### config.mk
export PLATFORM = sky130hd
export DESIGN_NAME = i2c_byte_master
export DESIGN_NICKNAME = d
export VERILOG_FILES = /design/src/hdl/i2cbm_pkg.sv /design/src/hdl/i2cbm_front.sv /design/src/hdl/i2cbm_engine.sv /design/src/hdl/i2c_byte_master.sv
export SDC_FILE = /design/constraint.sdc
export NUM_CORES = 1
export LEC_CHECK = 0
export ABC_CLOCK_PERIOD_IN_PS = 4700
export BUFFER_PORTS_ARGS = -buffer_cell sky130_fd_sc_hd__clkbuf_2
export CAP_MARGIN = 20
export CORE_MARGIN = 2
export CORE_UTILIZATION = 54
export CTS_CLUSTER_SIZE = 25
export DETAILED_ROUTE_END_ITERATION = 7
export GPL_TIMING_DRIVEN = 0
export HOLD_SLACK_MARGIN = 0.15
export PLACE_DENSITY = 0.85
export SYNTH_ARGS = -nofsm -noshare
export SYNTH_HDL_FRONTEND = slang
export SYNTH_HIERARCHICAL = 1
export SYNTH_SLANG_ARGS = --single-unit
### constraint.sdc
create_clock -name clk -period 4.7 [get_ports clk]
set_input_delay 0.47 -clock clk [delete_from_list [all_inputs] [get_ports clk]]
set_output_delay 0.47 -clock clk [all_outputs]
set_load 0.03 [all_outputs]
### src/hdl/i2cbm_pkg.sv
`timescale 1ns / 1ps
// ----------------------------------------------------------------------------
// i2cbm_pkg
// Shared types, constants and helpers of the byte-level I2C master.
// ----------------------------------------------------------------------------
package i2cbm_pkg;

	// Width of the phase tick counter.
	localparam int CNT_W = 8;
	localparam logic [CNT_W-1:0] CNT_MAX = {CNT_W{1'b1}};

	// Depth of the command queue between front and engine.
	localparam int QDEPTH = 2;
	localparam int QPTR_W = (QDEPTH > 1) ? $clog2(QDEPTH) : 1;

	localparam logic [3:0] BYTE_BITS = 4'd8;

	// Configuration register indexes and reset values.
	localparam int CFG_IDX_W = 2;
	localparam logic [CFG_IDX_W-1:0] CFG_BIT_PHASE   = 2'd0;
	localparam logic [CFG_IDX_W-1:0] CFG_START_STOP  = 2'd1;
	localparam logic [CFG_IDX_W-1:0] CFG_ACK_TIMEOUT = 2'd2;

	localparam logic [7:0] BIT_PHASE_RST   = 8'd2;
	localparam logic [7:0] START_STOP_RST  = 8'd4;
	localparam logic [7:0] ACK_TIMEOUT_RST = 8'd250;

	typedef enum logic [1:0] {
		CMD_START = 2'd0,
		CMD_STOP  = 2'd1,
		CMD_WRITE = 2'd2,
		CMD_READ  = 2'd3
	} cmd_t;

	typedef enum logic [3:0] {
		PH_IDLE   = 4'd0,
		PH_ST_A   = 4'd1,
		PH_ST_B   = 4'd2,
		PH_SP_A   = 4'd3,
		PH_SP_B   = 4'd4,
		PH_W_SET  = 4'd5,
		PH_W_HI   = 4'd6,
		PH_W_LO   = 4'd7,
		PH_A_REL  = 4'd8,
		PH_A_HI   = 4'd9,
		PH_A_POLL = 4'd10,
		PH_R_LO   = 4'd11,
		PH_R_HI   = 4'd12,
		PH_K_SET  = 4'd13,
		PH_K_HI   = 4'd14
	} phase_t;

	// One classified tick as it travels through the queue.
	typedef struct packed {
		logic       launch;
		cmd_t       cmd;
		logic [7:0] tx_byte;
		logic       send_ack;
		logic       sda_in;
	} item_t;

	typedef struct packed {
		logic [7:0] bit_phase_ticks;
		logic [7:0] start_stop_ticks;
		logic [7:0] ack_timeout_polls;
	} cfg_t;

	// A zero length counts as one tick; lengths past the counter saturate.
	function automatic logic [CNT_W-1:0] clamp_len(input logic [7:0] v);
		logic [CNT_W+7:0] wide;
		logic [CNT_W+7:0] lim;
		wide = {{CNT_W{1'b0}}, v};
		lim  = {8'd0, CNT_MAX};
		if (v == 8'd0) begin
			wide = {{(CNT_W+7){1'b0}}, 1'b1};
		end else if (wide > lim) begin
			wide = lim;
		end
		return wide[CNT_W-1:0];
	endfunction

endpackage

### src/hdl/i2cbm_front.sv
`timescale 1ns / 1ps
// ----------------------------------------------------------------------------
// i2cbm_front
// Accepts ticks, classifies the offered command and queues them for the
// bus engine.
// ----------------------------------------------------------------------------
module i2cbm_front (
	input  logic                clk,
	input  logic                arst_n,
	input  logic                in_valid,
	output logic                in_ready,
	input  logic                cmd_valid,
	input  logic [1:0]          func,
	input  logic [7:0]          tx_byte,
	input  logic                send_ack,
	input  logic                sda_in,
	output logic                q_valid,
	output i2cbm_pkg::item_t    q_item,
	input  logic                q_pop
);

	i2cbm_pkg::item_t                slot_q [i2cbm_pkg::QDEPTH];
	logic [i2cbm_pkg::QPTR_W-1:0]    wr_ptr_q;
	logic [i2cbm_pkg::QPTR_W-1:0]    rd_ptr_q;
	logic [i2cbm_pkg::QPTR_W:0]      count_q;
	i2cbm_pkg::item_t                item_in;
	logic                            push;

	localparam logic [i2cbm_pkg::QPTR_W:0] FULL_CNT = (i2cbm_pkg::QPTR_W+1)'(i2cbm_pkg::QDEPTH);
	localparam logic [i2cbm_pkg::QPTR_W-1:0] LAST_PTR =
		i2cbm_pkg::QPTR_W'(i2cbm_pkg::QDEPTH - 1);

	always_comb begin
		item_in.launch   = cmd_valid;
		item_in.cmd      = i2cbm_pkg::cmd_t'(func);
		item_in.tx_byte  = tx_byte;
		item_in.send_ack = send_ack;
		item_in.sda_in   = sda_in;
	end

	assign in_ready = (count_q != FULL_CNT);
	assign push     = in_valid && in_ready;
	assign q_valid  = (count_q != '0);
	assign q_item   = slot_q[rd_ptr_q];

	always_ff @(posedge clk) begin
		if (push) begin
			slot_q[wr_ptr_q] <= item_in;
		end
	end

	always_ff @(posedge clk or negedge arst_n) begin
		if (!arst_n) begin
			wr_ptr_q <= '0;
			rd_ptr_q <= '0;
			count_q  <= '0;
		end else begin
			if (push) begin
				wr_ptr_q <= (wr_ptr_q == LAST_PTR) ? '0 : wr_ptr_q + 1'b1;
			end
			if (q_pop) begin
				rd_ptr_q <= (rd_ptr_q == LAST_PTR) ? '0 : rd_ptr_q + 1'b1;
			end
			if (push && !q_pop) begin
				count_q <= count_q + 1'b1;
			end else if (!push && q_pop) begin
				count_q <= count_q - 1'b1;
			end
		end
	end

	a_no_overfill: assert property (@(posedge clk) disable iff (!arst_n)
		count_q <= FULL_CNT)
		else $error("queue count beyond depth");

	a_no_pop_empty: assert property (@(posedge clk) disable iff (!arst_n)
		q_pop |-> count_q != '0)
		else $error("pop from empty queue");

	a_count_step: assert property (@(posedge clk) disable iff (!arst_n)
		push && !q_pop |=> count_q == $past(count_q) + 1'b1)
		else $error("queue count did not follow a lone transfer");

endmodule

### src/hdl/i2cbm_engine.sv
`timescale 1ns / 1ps
// ----------------------------------------------------------------------------
// i2cbm_engine
// Bus engine: advances the I2C phase machine by one tick per queued item
// and holds the line levels and status as the result register.
// ----------------------------------------------------------------------------
module i2cbm_engine (
	input  logic                clk,
	input  logic                arst_n,
	input  i2cbm_pkg::cfg_t     cfg,
	input  logic                q_valid,
	input  i2cbm_pkg::item_t    q_item,
	output logic                q_pop,
	output logic                out_valid,
	input  logic                out_ready,
	output logic                scl_level,
	output logic                sda_level,
	output logic                sda_drive,
	output logic                busy_res,
	output logic                cmd_done,
	output logic [7:0]          rx_byte,
	output logic                ack_missing
);

	localparam int CW = i2cbm_pkg::CNT_W;

	i2cbm_pkg::phase_t phase_q, phase_d;
	logic [CW-1:0]     tick_q, tick_d, tick_inc, len, ss_len, bp_len;
	logic [3:0]        bit_q, bit_d, bit_inc;
	logic [7:0]        shift_q, shift_d, shift_w, shift_r;
	logic [7:0]        poll_q, poll_d;
	logic [8:0]        poll_n;
	logic [7:0]        rx_q, rx_d;
	logic              scl_q, scl_d, sda_q, sda_d, drv_q, drv_d;
	logic              ack_flag_q, ack_flag_d, choice_q, choice_d;
	logic              done_q, done_d;
	logic              out_valid_q;
	logic              step, tick_end, poll_to, bit_last, go;
	i2cbm_pkg::item_t  it;

	assign it    = q_item;
	assign step  = q_valid && (!out_valid_q || out_ready);
	assign q_pop = step;

	assign ss_len   = i2cbm_pkg::clamp_len(cfg.start_stop_ticks);
	assign bp_len   = i2cbm_pkg::clamp_len(cfg.bit_phase_ticks);
	assign len      = (phase_q == i2cbm_pkg::PH_ST_A || phase_q == i2cbm_pkg::PH_ST_B ||
			phase_q == i2cbm_pkg::PH_SP_A || phase_q == i2cbm_pkg::PH_SP_B) ? ss_len : bp_len;
	assign tick_inc = tick_q + CW'(1);
	assign tick_end = (tick_inc >= len);
	assign poll_n   = {1'b0, poll_q} + 9'd1;
	assign poll_to  = (poll_n > {1'b0, cfg.ack_timeout_polls});
	assign bit_inc  = bit_q + 4'd1;
	assign bit_last = (bit_inc >= i2cbm_pkg::BYTE_BITS);
	assign shift_w  = {shift_q[6:0], 1'b0};
	assign shift_r  = {shift_q[6:0], it.sda_in};

	// Next phase.
	always_comb begin
		phase_d = phase_q;
		unique case (phase_q)
			i2cbm_pkg::PH_IDLE: begin
				if (it.launch) begin
					unique case (it.cmd)
						i2cbm_pkg::CMD_START: phase_d = i2cbm_pkg::PH_ST_A;
						i2cbm_pkg::CMD_STOP:  phase_d = i2cbm_pkg::PH_SP_A;
						i2cbm_pkg::CMD_WRITE: phase_d = i2cbm_pkg::PH_W_SET;
						i2cbm_pkg::CMD_READ:  phase_d = i2cbm_pkg::PH_R_LO;
					endcase
				end
			end
			i2cbm_pkg::PH_A_POLL: begin
				if (!it.sda_in) begin
					phase_d = i2cbm_pkg::PH_IDLE;
				end else if (poll_to) begin
					phase_d = i2cbm_pkg::PH_SP_A;
				end
			end
			i2cbm_pkg::PH_ST_A:  if (tick_end) phase_d = i2cbm_pkg::PH_ST_B;
			i2cbm_pkg::PH_ST_B:  if (tick_end) phase_d = i2cbm_pkg::PH_IDLE;
			i2cbm_pkg::PH_SP_A:  if (tick_end) phase_d = i2cbm_pkg::PH_SP_B;
			i2cbm_pkg::PH_SP_B:  if (tick_end) phase_d = i2cbm_pkg::PH_IDLE;
			i2cbm_pkg::PH_W_SET: if (tick_end) phase_d = i2cbm_pkg::PH_W_HI;
			i2cbm_pkg::PH_W_HI:  if (tick_end) phase_d = i2cbm_pkg::PH_W_LO;
			i2cbm_pkg::PH_W_LO: begin
				if (tick_end) begin
					phase_d = bit_last ? i2cbm_pkg::PH_A_REL : i2cbm_pkg::PH_W_SET;
				end
			end
			i2cbm_pkg::PH_A_REL: if (tick_end) phase_d = i2cbm_pkg::PH_A_HI;
			i2cbm_pkg::PH_A_HI:  if (tick_end) phase_d = i2cbm_pkg::PH_A_POLL;
			i2cbm_pkg::PH_R_LO:  if (tick_end) phase_d = i2cbm_pkg::PH_R_HI;
			i2cbm_pkg::PH_R_HI: begin
				if (tick_end) begin
					phase_d = bit_last ? i2cbm_pkg::PH_K_SET : i2cbm_pkg::PH_R_LO;
				end
			end
			i2cbm_pkg::PH_K_SET: if (tick_end) phase_d = i2cbm_pkg::PH_K_HI;
			i2cbm_pkg::PH_K_HI:  if (tick_end) phase_d = i2cbm_pkg::PH_IDLE;
			default:             phase_d = i2cbm_pkg::PH_IDLE;
		endcase
	end

	// Data path and status.
	always_comb begin
		shift_d    = shift_q;
		bit_d      = bit_q;
		poll_d     = poll_q;
		ack_flag_d = ack_flag_q;
		choice_d   = choice_q;
		rx_d       = rx_q;
		done_d     = 1'b0;
		unique case (phase_q)
			i2cbm_pkg::PH_IDLE: begin
				if (it.launch && it.cmd == i2cbm_pkg::CMD_WRITE) begin
					shift_d = it.tx_byte;
					bit_d   = '0;
				end else if (it.launch && it.cmd == i2cbm_pkg::CMD_READ) begin
					choice_d = it.send_ack;
					shift_d  = '0;
					bit_d    = '0;
				end
			end
			i2cbm_pkg::PH_A_POLL: begin
				if (!it.sda_in) begin
					ack_flag_d = 1'b0;
					done_d     = 1'b1;
				end else if (poll_to) begin
					ack_flag_d = 1'b1;
					poll_d     = '0;
				end else begin
					poll_d = poll_n[7:0];
				end
			end
			i2cbm_pkg::PH_A_HI: begin
				if (tick_end) poll_d = '0;
			end
			i2cbm_pkg::PH_W_LO: begin
				if (tick_end) begin
					shift_d = shift_w;
					bit_d   = bit_inc;
				end
			end
			i2cbm_pkg::PH_R_HI: begin
				if (tick_end) begin
					shift_d = shift_r;
					bit_d   = bit_inc;
					if (bit_last) rx_d = shift_r;
				end
			end
			i2cbm_pkg::PH_ST_B, i2cbm_pkg::PH_SP_B, i2cbm_pkg::PH_K_HI: begin
				done_d = tick_end;
			end
			default: ;
		endcase
	end

	// Line levels are set on entry to each phase; the counter restarts there.
	assign go = (phase_d != phase_q);

	always_comb begin
		scl_d  = scl_q;
		sda_d  = sda_q;
		drv_d  = drv_q;
		tick_d = tick_q;
		if (go) begin
			tick_d = '0;
			unique case (phase_d)
				i2cbm_pkg::PH_ST_A:   begin scl_d = 1'b1; sda_d = 1'b1;        drv_d = 1'b1; end
				i2cbm_pkg::PH_ST_B:   begin scl_d = 1'b1; sda_d = 1'b0;        drv_d = 1'b1; end
				i2cbm_pkg::PH_SP_A:   begin scl_d = 1'b0; sda_d = 1'b0;        drv_d = 1'b1; end
				i2cbm_pkg::PH_SP_B:   begin scl_d = 1'b1; sda_d = 1'b1;        drv_d = 1'b1; end
				i2cbm_pkg::PH_W_SET:  begin scl_d = 1'b0; sda_d = shift_d[7];  drv_d = 1'b1; end
				i2cbm_pkg::PH_W_HI:   begin scl_d = 1'b1;                      drv_d = 1'b1; end
				i2cbm_pkg::PH_W_LO:   begin scl_d = 1'b0;                      drv_d = 1'b1; end
				i2cbm_pkg::PH_A_REL:  begin scl_d = 1'b0; sda_d = 1'b1;        drv_d = 1'b0; end
				i2cbm_pkg::PH_A_HI:   begin scl_d = 1'b1; sda_d = 1'b1;        drv_d = 1'b0; end
				i2cbm_pkg::PH_A_POLL: begin scl_d = 1'b1; sda_d = 1'b1;        drv_d = 1'b0; end
				i2cbm_pkg::PH_R_LO:   begin scl_d = 1'b0;                      drv_d = 1'b0; end
				i2cbm_pkg::PH_R_HI:   begin scl_d = 1'b1;                      drv_d = 1'b0; end
				i2cbm_pkg::PH_K_SET:  begin scl_d = 1'b0; sda_d = !choice_d;   drv_d = 1'b1; end
				i2cbm_pkg::PH_K_HI:   begin scl_d = 1'b1;                      drv_d = 1'b1; end
				// Only a finished stop leaves SCL high when going idle.
				i2cbm_pkg::PH_IDLE:   scl_d = (phase_q == i2cbm_pkg::PH_SP_B);
				default: ;
			endcase
		end else if (phase_q != i2cbm_pkg::PH_IDLE && phase_q != i2cbm_pkg::PH_A_POLL) begin
			tick_d = tick_inc;
		end
	end

	always_ff @(posedge clk or negedge arst_n) begin
		if (!arst_n) begin
			phase_q     <= i2cbm_pkg::PH_IDLE;
			tick_q      <= '0;
			bit_q       <= '0;
			shift_q     <= '0;
			poll_q      <= '0;
			scl_q       <= 1'b1;
			sda_q       <= 1'b1;
			drv_q       <= 1'b1;
			ack_flag_q  <= 1'b0;
			choice_q    <= 1'b0;
			rx_q        <= '0;
			done_q      <= 1'b0;
			out_valid_q <= 1'b0;
		end else begin
			if (step) begin
				phase_q    <= phase_d;
				tick_q     <= tick_d;
				bit_q      <= bit_d;
				shift_q    <= shift_d;
				poll_q     <= poll_d;
				scl_q      <= scl_d;
				sda_q      <= sda_d;
				drv_q      <= drv_d;
				ack_flag_q <= ack_flag_d;
				choice_q   <= choice_d;
				rx_q       <= rx_d;
				done_q     <= done_d;
			end
			if (step) begin
				out_valid_q <= 1'b1;
			end else if (out_ready) begin
				out_valid_q <= 1'b0;
			end
		end
	end

	assign out_valid   = out_valid_q;
	assign scl_level   = scl_q;
	assign sda_level   = sda_q;
	assign sda_drive   = drv_q;
	assign busy_res    = (phase_q != i2cbm_pkg::PH_IDLE);
	assign cmd_done    = done_q;
	assign rx_byte     = rx_q;
	assign ack_missing = ack_flag_q;

	a_done_idle: assert property (@(posedge clk) disable iff (!arst_n)
		done_q |-> phase_q == i2cbm_pkg::PH_IDLE)
		else $error("command finished while a phase is still running");

	a_stall_holds: assert property (@(posedge clk) disable iff (!arst_n)
		out_valid_q && !out_ready |=> $stable(phase_q) && $stable(tick_q) && $stable(done_q))
		else $error("engine advanced while its result was stalled");

	a_bit_range: assert property (@(posedge clk) disable iff (!arst_n)
		bit_q <= i2cbm_pkg::BYTE_BITS)
		else $error("bit counter ran past one byte");

	a_poll_released: assert property (@(posedge clk) disable iff (!arst_n)
		phase_q == i2cbm_pkg::PH_A_POLL |-> !drv_q && scl_q)
		else $error("SDA driven or SCL low while polling for acknowledge");

endmodule

### src/hdl/i2c_byte_master.sv
`timescale 1ns / 1ps
// ----------------------------------------------------------------------------
// i2c_byte_master
// Byte-level I2C master advanced by one timing tick per transfer: start,
// stop, byte write with acknowledge check, byte read with ACK or NACK.
// ----------------------------------------------------------------------------
//  channel   direction  handshake              payload
//  in        to block   in_valid / in_ready    cmd_valid func tx_byte send_ack sda_in
//  out       from block out_valid / out_ready  scl_level sda_level sda_drive busy_res
//                                              cmd_done rx_byte ack_missing
//  cfg       to block   cfg_valid / cfg_ready  cfg_index cfg_data
//
//  One tick is taken per cycle while in_ready is high and gives one result.
//  The tick waits in a queue slot, the engine registers load its result, and
//  the result transfers out from them. The engine advances one tick per cycle
//  while its result is not stalled; its result register sets the rate.
//  Once the output stalls the two-entry queue takes one more tick, then
//  in_ready drops until the stall clears. Reset puts SCL and SDA high and
//  driven, the phase idle and the registers at their reset values; cfg_ready
//  is always high.
// ----------------------------------------------------------------------------
module i2c_byte_master (
	input  logic                                 clk,
	input  logic                                 arst_n,
	input  logic                                 in_valid,
	output logic                                 in_ready,
	input  logic                                 cmd_valid,
	input  logic [1:0]                           func,
	input  logic [7:0]                           tx_byte,
	input  logic                                 send_ack,
	input  logic                                 sda_in,
	output logic                                 out_valid,
	input  logic                                 out_ready,
	output logic                                 scl_level,
	output logic                                 sda_level,
	output logic                                 sda_drive,
	output logic                                 busy_res,
	output logic                                 cmd_done,
	output logic [7:0]                           rx_byte,
	output logic                                 ack_missing,
	input  logic                                 cfg_valid,
	output logic                                 cfg_ready,
	input  logic [i2cbm_pkg::CFG_IDX_W-1:0]      cfg_index,
	input  logic [7:0]                           cfg_data
);

	i2cbm_pkg::cfg_t  cfg_q;
	i2cbm_pkg::item_t q_item;
	logic             q_valid;
	logic             q_pop;

	assign cfg_ready = 1'b1;

	always_ff @(posedge clk or negedge arst_n) begin
		if (!arst_n) begin
			cfg_q.bit_phase_ticks   <= i2cbm_pkg::BIT_PHASE_RST;
			cfg_q.start_stop_ticks  <= i2cbm_pkg::START_STOP_RST;
			cfg_q.ack_timeout_polls <= i2cbm_pkg::ACK_TIMEOUT_RST;
		end else if (cfg_valid && cfg_ready) begin
			unique case (cfg_index)
				i2cbm_pkg::CFG_BIT_PHASE:   cfg_q.bit_phase_ticks   <= cfg_data;
				i2cbm_pkg::CFG_START_STOP:  cfg_q.start_stop_ticks  <= cfg_data;
				i2cbm_pkg::CFG_ACK_TIMEOUT: cfg_q.ack_timeout_polls <= cfg_data;
				default: ;
			endcase
		end
	end

	i2cbm_front u_front (
		.clk       (clk),
		.arst_n    (arst_n),
		.in_valid  (in_valid),
		.in_ready  (in_ready),
		.cmd_valid (cmd_valid),
		.func      (func),
		.tx_byte   (tx_byte),
		.send_ack  (send_ack),
		.sda_in    (sda_in),
		.q_valid   (q_valid),
		.q_item    (q_item),
		.q_pop     (q_pop)
	);

	i2cbm_engine u_engine (
		.clk         (clk),
		.arst_n      (arst_n),
		.cfg         (cfg_q),
		.q_valid     (q_valid),
		.q_item      (q_item),
		.q_pop       (q_pop),
		.out_valid   (out_valid),
		.out_ready   (out_ready),
		.scl_level   (scl_level),
		.sda_level   (sda_level),
		.sda_drive   (sda_drive),
		.busy_res    (busy_res),
		.cmd_done    (cmd_done),
		.rx_byte     (rx_byte),
		.ack_missing (ack_missing)
	);

endmodule

==> impl.org <==
** Outcome
- Status :: complete, no violations

** Placement
- Placed wire-length estimate :: 8.674 mm
- At the end of routability-driven placement, the weighted congestion stood at 0.8961.
- Worst slack at placement :: -0.3663 ns
- Input and output buffers added on the ports amount to 43.
- Post-Place Cell Area :: 5809 µm²

** Synthesis
- Counting flops with a built-in enable in the synthesized netlist gives 26.
- Measured against the total synthesized area, the mux share comes to 11.85%.
- Each instance of the synthesized netlist takes up on average 11.17 µm².
- Synthesis inferred 101 register bits.
- Number of distinct standard cells referenced by the synthesized netlist :: 68
- Synthesized Nets :: 532
- Fraction of synthesis flops using an asynchronous set or reset pin :: 74.26%
- Proportion of synthesized chip area in sequential cells :: 49.42%
- The synthesized netlist occupies a cell area of 5405 µm².
- Post-Syn Instances :: 484
- After synthesis, the largest family of logic cells by area is compound AO/OA/AOI/OAI gates.
- The Yosys step of the flow raised 6 warnings.
- For this run, the leading register cell type out of synthesis is sky130_fd_sc_hd__dfrtp_1.
- Of the total synthesized cell area, the portion taken by full adders, half adders and majority gates is 4.630%.
- After Yosys synthesis, XOR and XNOR cells account for 3.079% of the synthesized area.
- Share of synthesized cell area in and, or, nand and nor gates :: 12.87%
- The synthesized netlist devotes 13.73% of its cell area to compound gates.

** Timing
- Between clock sinks in the finished design, the worst skew comes to 0.01563 ns.
- Min cycle time layout :: 4.557 ns
- Post-route fraction of the period consumed by the critical path :: 96.96%
- Measured against its own limit, the worst slew margin works out to 59.24%.
- The number of endpoints with negative hold slack in the final report came to 0.
- Setup repair after global routing left no endpoint under its margin.
- Final setup vio count :: 0
- For the pin with the worst max-slew slack, the measured transition is 0.6114 ns.
- Worst hold margin :: 0.2648 ns
- The worst path meets setup with 0.1430 ns of slack.
- Static timing analysis puts the maximum clock frequency at 0.2194 GHz.
- The max-slew violation count came to 0.

** Floorplanning
- Rows :: 36
- Top-level port count :: 45
- Total core area :: 9729 µm²
- The die is 104.0 µm tall.
- The floorplan step defined a die boundary enclosing 10830 µm².
- Once the floorplan was initialized, standard cells occupied 55.56% of the core.
- The floorplan step set the die width to 104.0 µm.

** Finish
- Area grow syn2layout :: 13.77%
- Cells fill 63.21% of the core in the end.
- The post-route netlist has 30.34% of its cells at a drive strength greater than 1.
- Sequential standard cell area :: 2673 µm²
- After filler insertion, the fill cell instance count of the layout stands at 811.
- The finished cells cover 6150 µm².
- The final layout contains 600 nets.
- 0 antenna diodes ended up in the layout.
- The multi-input combinational cells in the finished layout cover a total of 2550 µm².

** Min path
- Worst Hold Class :: in -> reg

** Clock tree
- In this run the clock root is driven by a sky130_fd_sc_hd__clkbuf_8.
- In this run the number of H-tree levels came out at 3.
- Sink count of the clock tree :: 101
- Insertion delay to the later sink of the worst-skew pair :: 0.39 ns
- Clock-pin slew was measured on the worst setup and hold paths at 0.11 ns.
- CTS buffer count :: 9
- CTS tree :: built
- No sink is reached through more buffers than the 2 on the longest clock path.

** Setup path
- STA puts the critical path data arrival time at 4.86 ns.
- The worst setup path is captured at a flop.
- STA classifies the critical path startpoint as a flop.
- Maximum fanout count along the critical path :: 8
- By startpoint and endpoint, the worst setup path is classified as reg -> reg.
- For the worst setup path, the data required time is 5.01 ns.

** Power
- For this design the ratio of total power to cell area is 577.1 nW/µm².
- VDD IR max :: 0.3175 mV
- Standby leakage power :: 0.002721 µW

** Drt
- Antenna Nets Post-Route :: 0
- In the routed layout, each cell is associated on average with a via count of 5.828.
- Post-Route WL :: 11.78 mm
- The detailed router finished its first iteration with 334 violations.
- Routed length per placed instance :: 17.08 µm
- Iteration count of the initial detailed-routing pass :: 5
- Via Count :: 4021
- For this run, design rule violations remaining after detail routing come to 0.

** Global route
- The via count of the first global-routing pass is 4021.
- Global routing used 22.43% of the available tracks.
- Number of antenna violations at the first check in global routing :: 0
- Entering global routing, the biggest net connects 44 pins.
- The first global-routing pass estimated 19.42 mm of wire.
- Total congestion overflow after global routing :: 0

** Flow run
- Max-cap violations in this run came to 0.
[worst max-delay path, cell delays in order (launching register included)]
cell and delay (ns):
sky130_fd_sc_hd__dfrtp_1 0.41, sky130_fd_sc_hd__or4_1 0.55, sky130_fd_sc_hd__nor4_1 0.28, sky130_fd_sc_hd__nor3_1 0.07, sky130_fd_sc_hd__a21oi_1 0.16, sky130_fd_sc_hd__ha_1 0.25
sky130_fd_sc_hd__nand2b_4 0.13, sky130_fd_sc_hd__a2111o_1 0.43, sky130_fd_sc_hd__a211o_4 0.40, sky130_fd_sc_hd__a32oi_2 0.22, sky130_fd_sc_hd__o221ai_1 0.17, sky130_fd_sc_hd__a211o_1 0.28
sky130_fd_sc_hd__or3_4 0.40, sky130_fd_sc_hd__or4_1 0.40, sky130_fd_sc_hd__buf_4 0.18, sky130_fd_sc_hd__o22ai_1 0.13
[flip-flops by register name, indices dropped and copies added, names as in the netlist, 2 cells and up]
name              count
u_engine/rx_byte      8
u_engine/poll_q       8
u_front/slot_q       26
u_engine/tick_q       8
u_engine/shift_q      8
cfg_q                24
u_front/count_q       2
u_engine/phase_q      4
u_engine/bit_q        4
[metrics by stage]
stage          std cells  setup TNS, ns  power [µW]
2_1_floorplan        484              0        2451
3_3_place_gp         660         -1.866        2778
5_1_grt              690              0        3775
4_1_cts              678              0        3402
6_report             690              0        3549
3_5_place_dp         661         -3.385        2857
[cells in the mapped netlist (3+ instances only)]
master | n | area (µm²)
sky130_fd_sc_hd__dfrtp_1 | 64 | 1602
sky130_fd_sc_hd__mux2_2 | 48 | 540.5
sky130_fd_sc_hd__nor2_1 | 34 | 127.6
sky130_fd_sc_hd__inv_1 | 33 | 123.9
sky130_fd_sc_hd__nand2_1 | 27 | 101.4
sky130_fd_sc_hd__edfxtp_1 | 26 | 780.8
sky130_fd_sc_hd__a21oi_1 | 24 | 120.1
sky130_fd_sc_hd__ha_1 | 20 | 250.2
sky130_fd_sc_hd__o21ai_0 | 19 | 95.09
sky130_fd_sc_hd__nor3_1 | 15 | 75.07
sky130_fd_sc_hd__nand3_1 | 13 | 65.06
sky130_fd_sc_hd__xnor2_1 | 12 | 105.1
sky130_fd_sc_hd__dfstp_2 | 11 | 289.0
sky130_fd_sc_hd__a22o_1 | 10 | 87.58
sky130_fd_sc_hd__mux2i_1 | 10 | 100.1
sky130_fd_sc_hd__and3_1 | 8 | 50.05
sky130_fd_sc_hd__o22ai_1 | 8 | 50.05
sky130_fd_sc_hd__xor2_1 | 7 | 61.31
sky130_fd_sc_hd__a22oi_1 | 6 | 45.04
sky130_fd_sc_hd__clkbuf_1 | 6 | 22.52
sky130_fd_sc_hd__a31oi_1 | 5 | 31.28
sky130_fd_sc_hd__o21a_1 | 5 | 37.54
sky130_fd_sc_hd__buf_6 | 4 | 45.04
sky130_fd_sc_hd__nand2b_1 | 4 | 25.02
sky130_fd_sc_hd__o221ai_1 | 4 | 35.03
sky130_fd_sc_hd__or4_1 | 4 | 30.03
sky130_fd_sc_hd__a21o_1 | 3 | 22.52
sky130_fd_sc_hd__or2_2 | 3 | 18.77
[timing repair]
| action | CTS | global route |
|---|---|---|
| hold buffers | 1 | 0 |
| hold endpoints to repair | 24 | 0 |
| gates resized for setup | 3 | 10 |
| pin swaps | 0 | 6 |
| endpoints found under the setup margin | 24 | 8 |
| buffers inserted | 0 | 9 |
[final timing paths]
check                                 startpoint                    to  slack, ns  depth (start not counted)
worst max-delay path                   cfg_q[20]    u_engine/tick_q[4]       0.14                         15
worst min-delay path                  tx_byte[3]  u_front/slot_q[1][5]       0.26                          1
worst max register to register         cfg_q[20]    u_engine/tick_q[4]       0.14                         15
worst min register to register  u_front/wr_ptr_q      u_front/wr_ptr_q       0.51                          1
max in group asynchronous                 arst_n    u_engine/sda_drive       3.47                          3
min in group asynchronous                 arst_n             cfg_q[18]       0.59                          2
[layer usage]
| layer | GRT usage [%] | up-vias | wire (µm) |
|---|---|---|---|
| met5 | 0 | - | 0 |
| met4 | 6.853 | 0 | 221 |
| met3 | 5.138 | 24 | 549 |
| met2 | 39.99 | 128 | 6219 |
| met1 | 26.97 | 1959 | 4791 |
| li1 | - | 1910 | - |
[layout by cell type (no fill, tap or decap), drive strengths merged, types with 6 or more instances in the layout]
cell and n:
nand3 13, o21ai 19, ha 20, buf 17, a22oi 6, xor2 7, dfstp 11, a31oi 6
dfrtp 64, mux2 48, inv 39, xnor2 12, nand2b 7, mux2i 10, edfxtp 26, clkbuf 62
and3 8, a21oi 24, nor3 16, a22o 10, nand2 27, o22ai 8, nor2 35
[kinds of logic after synthesis]
kind of cell / after synthesis
XOR/XNOR: 19
buffers and inverters: 48
adder cells (fa/ha/maj): 20
AO/OA/AOI/OAI: 107
AND/OR/NAND/NOR: 130
multiplexers: 58
flip-flops: 101
other: 1
[power breakdown]
part	leakage [µW]	internal (µW)	switching [µW]
Combinational	0.00145	772	964
Sequential	0.00118	1130	152
Clock	0.0000906	204	327
Total	0.00272	2110	1440
[area by class of cell]
class / instances / area share (%)
tap: 133 / 2.706
clock buffer: 9 / 2.014
inverter: 34 / 2.075
sequential: 101 / 43.46
multi-input combinational: 335 / 41.46
buffer: 14 / 1.790
timing repair buffer: 57 / 5.493
clock inverter: 7 / 0.9969
No activity file was read; power rests on OpenSTA's default activity.
